===== config.mk =====
export PLATFORM = sky130hd
export DESIGN_NAME = nd_aligned_tile_walker
export DESIGN_NICKNAME = d
export VERILOG_FILES = /design/src/rtl/natw_pkg.sv /design/src/rtl/natw_ctrl.sv /design/src/rtl/natw_datapath.sv /design/src/rtl/nd_aligned_tile_walker.sv
export SDC_FILE = /design/constraint.sdc
export NUM_CORES = 2
export LEC_CHECK = 0
export BUFFER_PORTS_ARGS = -buffer_cell sky130_fd_sc_hd__buf_2
export CAP_MARGIN = 15
export CORE_MARGIN = 8
export CORE_UTILIZATION = 50
export CTS_BUF_LIST = sky130_fd_sc_hd__clkbuf_16
export CTS_CLUSTER_SIZE = 25
export DETAILED_ROUTE_END_ITERATION = 6
export GPL_TIMING_DRIVEN = 0
export PLACE_DENSITY = 0.69
export SYNTH_ARGS = -nofsm -noshare
export SYNTH_HDL_FRONTEND = slang
export SYNTH_SLANG_ARGS = --single-unit

===== constraint.sdc =====
create_clock -name clock -period 20.9 [get_ports clock]
set_input_delay 4.18 -clock clock [delete_from_list [all_inputs] [get_ports clock]]
set_output_delay 4.18 -clock clock [all_outputs]
set_load 0.02 [all_outputs]

===== src/rtl/natw_pkg.sv =====
package natw_pkg;

   localparam int DIMENSIONS   = 3;
   localparam int COORD_WIDTH  = 32;
   localparam int OFFSET_WIDTH = COORD_WIDTH + 1;

   // Request tdata: all lows, then all highs, then all extents, byte padded.
   localparam int REQ_FIELD_BITS = 3 * DIMENSIONS * COORD_WIDTH;
   localparam int REQ_DATA_WIDTH = ((REQ_FIELD_BITS + 7) / 8) * 8;
   // Response tdata: all tile lows, then all tile highs, byte padded.
   localparam int RSP_FIELD_BITS = 2 * DIMENSIONS * COORD_WIDTH;
   localparam int RSP_DATA_WIDTH = ((RSP_FIELD_BITS + 7) / 8) * 8;

   localparam logic OP_START = 1'b0;
   localparam logic OP_NEXT  = 1'b1;

   typedef logic [COORD_WIDTH-1:0]  coord_type;
   typedef logic [OFFSET_WIDTH-1:0] offset_type;
   typedef coord_type  [DIMENSIONS-1:0] coord_array_type;
   typedef offset_type [DIMENSIONS-1:0] offset_array_type;

   localparam coord_type COORD_ONE = coord_type'(1);

   // Commands from the controller to the datapath.
   typedef struct packed {
      logic load;   // capture box and extents, clear the cursor
      logic span;   // form box spans and extent-minus-one
      logic sum;    // form next cursor and raw tile top
      logic clip;   // clip tile top, find odometer wraps
      logic emit;   // load the response register, advance the cursor
   } cmd_type;

   // Status from the datapath to the controller.
   typedef struct packed {
      logic empty;     // some box high lies below its low
      logic done;      // every dimension wraps: the walk ends on this tile
      logic out_busy;  // response register holds a tile not yet taken
   } status_type;

endpackage


===== src/rtl/natw_ctrl.sv =====
module natw_ctrl
   import natw_pkg::*;
(
   input  logic       clock,
   input  logic       reset,
   input  logic       req_tvalid,
   input  logic       req_tuser,
   output logic       req_tready,
   input  status_type status,
   output cmd_type    cmd
);

   typedef enum logic [5:0] {
      ST_IDLE   = 6'b000001,
      ST_ACTIVE = 6'b000010,
      ST_LOAD   = 6'b000100,
      ST_SUM    = 6'b001000,
      ST_CLIP   = 6'b010000,
      ST_OUT    = 6'b100000
   } state_type;

   state_type state_ff, state_in;
   logic      accept;

   assign req_tready = (state_ff == ST_IDLE) || (state_ff == ST_ACTIVE);
   assign accept     = req_tvalid && req_tready;

   always_comb begin
      state_in = state_ff;
      cmd      = '0;
      unique case (state_ff)
         ST_IDLE: begin
            if (accept && (req_tuser == OP_START)) begin
               cmd.load = 1'b1;
               state_in = ST_LOAD;
            end
         end
         ST_ACTIVE: begin
            if (accept) begin
               if (req_tuser == OP_START) begin
                  cmd.load = 1'b1;
                  state_in = ST_LOAD;
               end else begin
                  state_in = ST_SUM;
               end
            end
         end
         ST_LOAD: begin
            cmd.span = 1'b1;
            state_in = status.empty ? ST_IDLE : ST_SUM;
         end
         ST_SUM: begin
            cmd.sum  = 1'b1;
            state_in = ST_CLIP;
         end
         ST_CLIP: begin
            cmd.clip = 1'b1;
            state_in = ST_OUT;
         end
         ST_OUT: begin
            if (!status.out_busy) begin
               cmd.emit = 1'b1;
               state_in = status.done ? ST_IDLE : ST_ACTIVE;
            end
         end
         default: begin
            state_in = ST_IDLE;
         end
      endcase
   end

   always_ff @(posedge clock) begin
      if (reset) begin
         state_ff <= ST_IDLE;
      end else begin
         state_ff <= state_in;
      end
   end

endmodule


===== src/rtl/natw_datapath.sv =====
module natw_datapath
   import natw_pkg::*;
(
   input  logic                      clock,
   input  logic                      reset,
   input  cmd_type                   cmd,
   input  coord_array_type           req_low,
   input  coord_array_type           req_high,
   input  coord_array_type           req_extent,
   output status_type                status,
   output logic                      rsp_tvalid,
   input  logic                      rsp_tready,
   output logic [RSP_DATA_WIDTH-1:0] rsp_tdata,
   output logic                      rsp_tlast
);

   coord_array_type  lo_ff, lo_in, hi_ff, hi_in, ext_ff, ext_in;
   coord_array_type  extm1_ff, extm1_in, span_ff, span_in, topc_ff, topc_in;
   offset_array_type cursor_ff, cursor_in, next_ff, next_in, top_ff, top_in;
   logic [DIMENSIONS-1:0]     wrap_ff, wrap_in;
   logic [RSP_DATA_WIDTH-1:0] data_ff, data_in;
   logic                      valid_ff, valid_in;
   logic                      last_ff, last_in;
   logic [DIMENSIONS-1:0]     below;

   always_comb begin : next_values
      logic carry;
      lo_in     = lo_ff;
      hi_in     = hi_ff;
      ext_in    = ext_ff;
      extm1_in  = extm1_ff;
      span_in   = span_ff;
      topc_in   = topc_ff;
      cursor_in = cursor_ff;
      next_in   = next_ff;
      top_in    = top_ff;
      wrap_in   = wrap_ff;
      data_in   = data_ff;
      last_in   = last_ff;
      carry     = 1'b1;

      for (int d = 0; d < DIMENSIONS; d++) begin
         below[d] = $signed(hi_ff[d]) < $signed(lo_ff[d]);
         if (cmd.load) begin
            lo_in[d]     = req_low[d];
            hi_in[d]     = req_high[d];
            // A zero extent walks like an extent of one.
            ext_in[d]    = (req_extent[d] == '0) ? COORD_ONE : req_extent[d];
            cursor_in[d] = '0;
         end
         if (cmd.span) begin
            span_in[d]  = hi_ff[d] - lo_ff[d];
            extm1_in[d] = ext_ff[d] - COORD_ONE;
         end
         if (cmd.sum) begin
            next_in[d] = cursor_ff[d] + {1'b0, ext_ff[d]};
            top_in[d]  = cursor_ff[d] + {1'b0, extm1_ff[d]};
         end
         if (cmd.clip) begin
            wrap_in[d] = next_ff[d] > {1'b0, span_ff[d]};
            topc_in[d] = (top_ff[d] > {1'b0, span_ff[d]}) ? span_ff[d]
                                                           : top_ff[d][COORD_WIDTH-1:0];
         end
      end

      if (cmd.emit) begin
         data_in = '0;
         for (int d = 0; d < DIMENSIONS; d++) begin
            data_in[d*COORD_WIDTH +: COORD_WIDTH] =
               lo_ff[d] + cursor_ff[d][COORD_WIDTH-1:0];
            data_in[(DIMENSIONS+d)*COORD_WIDTH +: COORD_WIDTH] = lo_ff[d] + topc_ff[d];
         end
         last_in = &wrap_ff;
         // Odometer step: the last dimension moves fastest, a wrap carries upward.
         for (int k = DIMENSIONS - 1; k >= 0; k--) begin
            if (carry) begin
               cursor_in[k] = wrap_ff[k] ? '0 : next_ff[k];
            end
            carry = carry & wrap_ff[k];
         end
      end
   end

   always_comb begin
      if (cmd.emit) begin
         valid_in = 1'b1;
      end else if (rsp_tready) begin
         valid_in = 1'b0;
      end else begin
         valid_in = valid_ff;
      end
   end

   always_ff @(posedge clock) begin
      lo_ff    <= lo_in;
      hi_ff    <= hi_in;
      ext_ff   <= ext_in;
      extm1_ff <= extm1_in;
      span_ff  <= span_in;
      topc_ff  <= topc_in;
      next_ff  <= next_in;
      top_ff   <= top_in;
      wrap_ff  <= wrap_in;
      data_ff  <= data_in;
      last_ff  <= last_in;
   end

   always_ff @(posedge clock) begin
      if (reset) begin
         valid_ff  <= 1'b0;
         cursor_ff <= '0;
      end else begin
         valid_ff  <= valid_in;
         cursor_ff <= cursor_in;
      end
   end

   assign status.empty    = |below;
   assign status.done     = &wrap_ff;
   assign status.out_busy = valid_ff && !rsp_tready;

   assign rsp_tvalid = valid_ff;
   assign rsp_tdata  = data_ff;
   assign rsp_tlast  = last_ff;

endmodule


===== src/rtl/nd_aligned_tile_walker.sv =====
// Channel  Direction  Contents
// req_     in         tuser: op (start or next); tdata: box lows, box highs, extents
// rsp_     out        tdata: tile lows, tile highs; tlast: final tile of the walk
//
// A start is loaded in its transfer cycle, then passes the span, sum, clip and emit steps
// before the tile sits in the response register; a next passes the sum, clip and emit steps.
// The steps follow the registered add, clip and odometer chain in the datapath.
// A next while idle is taken and gives nothing.
// Reset is synchronous and returns the walker to idle with an empty response register.
// A stalled response holds the emit step; the next request is taken while the last
// tile still waits in the response register.
module nd_aligned_tile_walker
   import natw_pkg::*;
(
   input  logic                      clock,
   input  logic                      reset,
   input  logic                      req_tvalid,
   output logic                      req_tready,
   // Fields from bit 0 up: box_low_0..2, box_high_0..2, extent_0..2.
   input  logic [REQ_DATA_WIDTH-1:0] req_tdata,
   // Fields from bit 0 up: op.
   input  logic                      req_tuser,
   output logic                      rsp_tvalid,
   input  logic                      rsp_tready,
   // Fields from bit 0 up: tile_low_0..2, tile_high_0..2.
   output logic [RSP_DATA_WIDTH-1:0] rsp_tdata,
   output logic                      rsp_tlast
);

   cmd_type         cmd;
   status_type      status;
   coord_array_type req_low, req_high, req_extent;

   always_comb begin
      for (int d = 0; d < DIMENSIONS; d++) begin
         req_low[d]    = req_tdata[d*COORD_WIDTH +: COORD_WIDTH];
         req_high[d]   = req_tdata[(DIMENSIONS+d)*COORD_WIDTH +: COORD_WIDTH];
         req_extent[d] = req_tdata[(2*DIMENSIONS+d)*COORD_WIDTH +: COORD_WIDTH];
      end
   end

   natw_ctrl u_ctrl (
      .clock      (clock),
      .reset      (reset),
      .req_tvalid (req_tvalid),
      .req_tuser  (req_tuser),
      .req_tready (req_tready),
      .status     (status),
      .cmd        (cmd)
   );

   natw_datapath u_datapath (
      .clock      (clock),
      .reset      (reset),
      .cmd        (cmd),
      .req_low    (req_low),
      .req_high   (req_high),
      .req_extent (req_extent),
      .status     (status),
      .rsp_tvalid (rsp_tvalid),
      .rsp_tready (rsp_tready),
      .rsp_tdata  (rsp_tdata),
      .rsp_tlast  (rsp_tlast)
   );

   // A start transfer always leads into the load step, so no request follows at once.
   assert property (@(posedge clock) disable iff (reset)
      req_tvalid && req_tready && (req_tuser == OP_START) |=> !req_tready)
      else $error("request taken right after a start transfer");

   // An emitted tile must show up on the response channel.
   assert property (@(posedge clock) disable iff (reset)
      cmd.emit |=> rsp_tvalid)
      else $error("emitted tile missing from the response register");

   // After the final tile the walker is idle and ready for a request.
   assert property (@(posedge clock) disable iff (reset)
      cmd.emit && status.done |=> req_tready)
      else $error("walker not idle after the final tile");

   // The controller never emits over a tile that is still waiting.
   assert property (@(posedge clock) disable iff (reset)
      cmd.emit |-> !status.out_busy)
      else $error("response register overwritten");

endmodule


==> flow_summary.toml <==
[final_layout]
utilization = 0.573
area_growth_pct = 14.2
fin_nets = 7140
n_fill_cell = 10500
multiInputGateArea_um2 = 29700
drive_gt1_frac = 0.133
seqCellArea_um2 = 31300

[worst_setup_path]
crit_path_max_incr_delay_ns = 0.80
crit_chain = "buf_2 -> nor2b_1 -> nand2_1 -> inv_8 -> buf_16 -> a21oi_1 -> clkbuf_1 -> a22oi_1 -> nor2_1"
cp_max_fo = 101
required_ns = 21.54
cp.arrival_ns = 7.50
path_buf_inv = 4
endpoint_kind = "flip-flop"
crit_type = "in -> reg"
crit_family = "buffers and inverters"
cp-start-kind = "input port"
cp_slowest_cell = "a21oi_1"

[global_routing]
overflow = 0
antenna_found_initial = 13
grt_usage = 0.244
grt_pass1_vias = 45400
grt_max_degree = 116
grt_first_pass_wirelength_um = 259000

[logic_synthesis]
ys_warn_count = 0
synth_edf_count = 970
synth.distinct_cells = 75
ys.flop_type = "edfxtp_1"
synth_seq_cells = 1076
async_flop_share = 0
avgSynthCellArea_um2 = 11.4
ys_seq_area_frac = 0.498
synthesis.nets = 6494
syn-cell-area_um2 = 62800
synthCells = 5517

[sta]
drv_slew = 0
rsz0062_at_grt = "false"
worst_slew_pin_slew_ns = 1.16
post-route-min-period_ns = 6.86
timing.fmax_mhz = 146
slew_headroom = 0.216
clock_skew_ns = 0.0379
whs_ns = 0.528
period_share = 0.328
hold_viol = 0
setup_viol = 0

[floorplan]
core_area_um2 = 125000
die_area_um2 = 137000
die_width_um = 370
initial_core_util = 0.502
rows = 130
io-pin-count = 488
die_h_um = 370

[run]
cap_viol_max_count = 0

[cts]
clk_latency_ns = 0.74
post_cts_buffers = 0
cts_root_buf = "clkbuf_16"
cts_tree = "built"
cts_max_level = 3
ctsResizeCount = 0
clk_pin_slew_ns = 0.06
clockBufferDepth = 3
ctsHoldBuffers = 0
numCtsBuffers = 119
cts.sinks = 1076

[placement]
dp_hpwl_um = 138000
place.gp.congestion = 0.907
io_buffers = 487

[routing]
drcViolationCount = 0
detail_route.vias_per_cell = 5.70
wirelength_um = 172000
drtAntennaViolNets = 0
wl_per_cell_um = 21.7
drt_iter0_markers = 3523
vias = 45200
first_pass_iters = 6

[run_status]
status = "complete, no violations"

[power]
p_per_area_nw_per_um2 = 86.7
ir_worst_vdd_uv = 76.4
total_power_mw = 6.22
p_leak_nw = 30.3

[min_path]
hp-class = "reg -> reg"
==> routing by layer <==
metal | global-route usage | part of all wire
met1 | 0.326 | 0.44
met2 | 0.409 | 0.47
met3 | 0.0389 | 0.059
met4 | 0.0744 | 0.033
met5 | 0 | 0.00032
==> report_power, final <==
part	internal (mW)	leakage [nW]	switching [mW]
combinational	0.552	18.6	0.837
clock	1.16	1.96	0.896
sequential	2.64	9.66	0.135
total	4.35	30.3	1.87
==> cell families after synthesis <==
| logic type | count (synthesis) | share of synthesized area |
|---|---|---|
| simple gates | 1247 | 0.103 |
| fa+ha+maj | 684 | 0.138 |
| mux | 98 | 0.0175 |
| compound gates | 1412 | 0.145 |
| flops | 1076 | 0.498 |
| buf+inv | 500 | 0.0299 |
| xor+xnor | 500 | 0.0697 |
==> state kept, by name (all words and copies together) (netlist names) <==
name,flops
u_datapath.rsp_tvalid,1
u_datapath.extm1_ff,96
u_datapath.rsp_tlast,1
u_datapath.span_ff,96
u_datapath.topc_ff,96
u_datapath.next_ff,99
u_ctrl.state_ff,6
u_datapath.rsp_tdata,192
u_datapath.lo_ff,96
u_datapath.cursor_ff,99
u_datapath.ext_ff,96
u_datapath.wrap_ff,3
u_datapath.hi_ff,96
u_datapath.top_ff,99
==> worst register-to-register path, cell delays in order (launching register included) <==
cell	delay (ns)
dfxtp_1	0.33
nor4_1	0.73
a21boi_0	0.40
nand2_1	0.58
inv_8	0.77
buf_16	0.38
a21oi_1	0.60
clkbuf_1	0.32
a22oi_1	0.22
nor2_1	0.07
==> metrics by stage <==
stage	cell area [µm²]	TNS, ns	setup WS (ns)	cells
final	71700	0	14.04	7925
after global routing	71700	0	13.99	7921
after CTS	71700	0	14.21	7919
after detailed placement	67900	0	13.45	7692
after global placement	67300	-774.99	-4.06	7654
after floorplan	62800	0	4.96	5517
==> path summary, 6_finish.rpt <==
path                         startpoint  depth (start not counted)                       end  slack, ns
setup / recovery             req_tvalid                          9  u_datapath.cursor_ff[59]      14.04
hold / removal    u_datapath.rsp_tvalid                          2     u_datapath.rsp_tvalid       0.53
setup reg to reg     u_ctrl.state_ff[5]                          9  u_datapath.cursor_ff[59]      16.35
hold reg to reg   u_datapath.rsp_tvalid                          2     u_datapath.rsp_tvalid       0.53
==> cells in the mapped netlist (10+ instances only) <==
master / instances / area [µm²]
nand2_1: 181 / 679
ha_1: 669 / 8370
xnor2_1: 331 / 2900
nor3b_1: 46 / 345
clkbuf_1: 149 / 559
a31oi_1: 82 / 513
nand3b_1: 12 / 90.1
a221o_1: 10 / 100
nor2_1: 343 / 1290
a21boi_0: 14 / 105
inv_1: 348 / 1310
and4_1: 19 / 166
a21o_1: 268 / 2010
or2_2: 13 / 81.3
o21bai_1: 55 / 413
a21oi_1: 421 / 2110
nand4b_1: 10 / 87.6
nor3_1: 108 / 541
a211oi_1: 25 / 188
o31ai_1: 15 / 113
o21ai_0: 227 / 1140
and3_1: 41 / 257
xor2_1: 169 / 1480
nor2b_1: 90 / 563
a22oi_1: 70 / 526
nand4_1: 74 / 463
o21a_1: 87 / 653
o211ai_1: 25 / 188
a211o_1: 14 / 123
a41oi_1: 13 / 114
and2_1: 31 / 194
or4_1: 15 / 113
nor4_1: 57 / 357
o41ai_1: 13 / 114
or3_1: 31 / 194
nand2b_1: 96 / 601
edfxtp_1: 970 / 29100
mux2_2: 96 / 1080
fa_1: 15 / 300
nand3_1: 70 / 350
dfxtp_1: 106 / 2120
==> layout make-up <==
cell class                      instances  share of cell area
Multi-Input combinational cell       3941               0.414
Clock inverter                        103              0.0100
Timing Repair Buffer                  525              0.0413
Inverter                              348              0.0184
Buffer                                152             0.00801
Clock buffer                          124              0.0433
Antenna cell                            6            0.000209
Tap cell                             1650              0.0288
Sequential cell                      1076               0.436
==> cells in the final DEF, fill, tap and decap left out, types with 90 or more instances in the layout <==
| master | instances |
|---|---|
| xnor2_1 | 331 |
| ha_1 | 669 |
| o21ai_0 | 227 |
| nand2b_1 | 96 |
| inv_1 | 370 |
| a21oi_1 | 421 |
| nor2_1 | 343 |
| nor2b_1 | 90 |
| edfxtp_1 | 970 |
| dfxtp_1 | 106 |
| nor3_1 | 108 |
| a21o_1 | 268 |
| mux2_2 | 96 |
| xor2_1 | 169 |
| buf_2 | 487 |
| clkbuf_16 | 124 |
| clkbuf_1 | 148 |
| nand2_1 | 181 |
(Power assumes the default switching activity.)
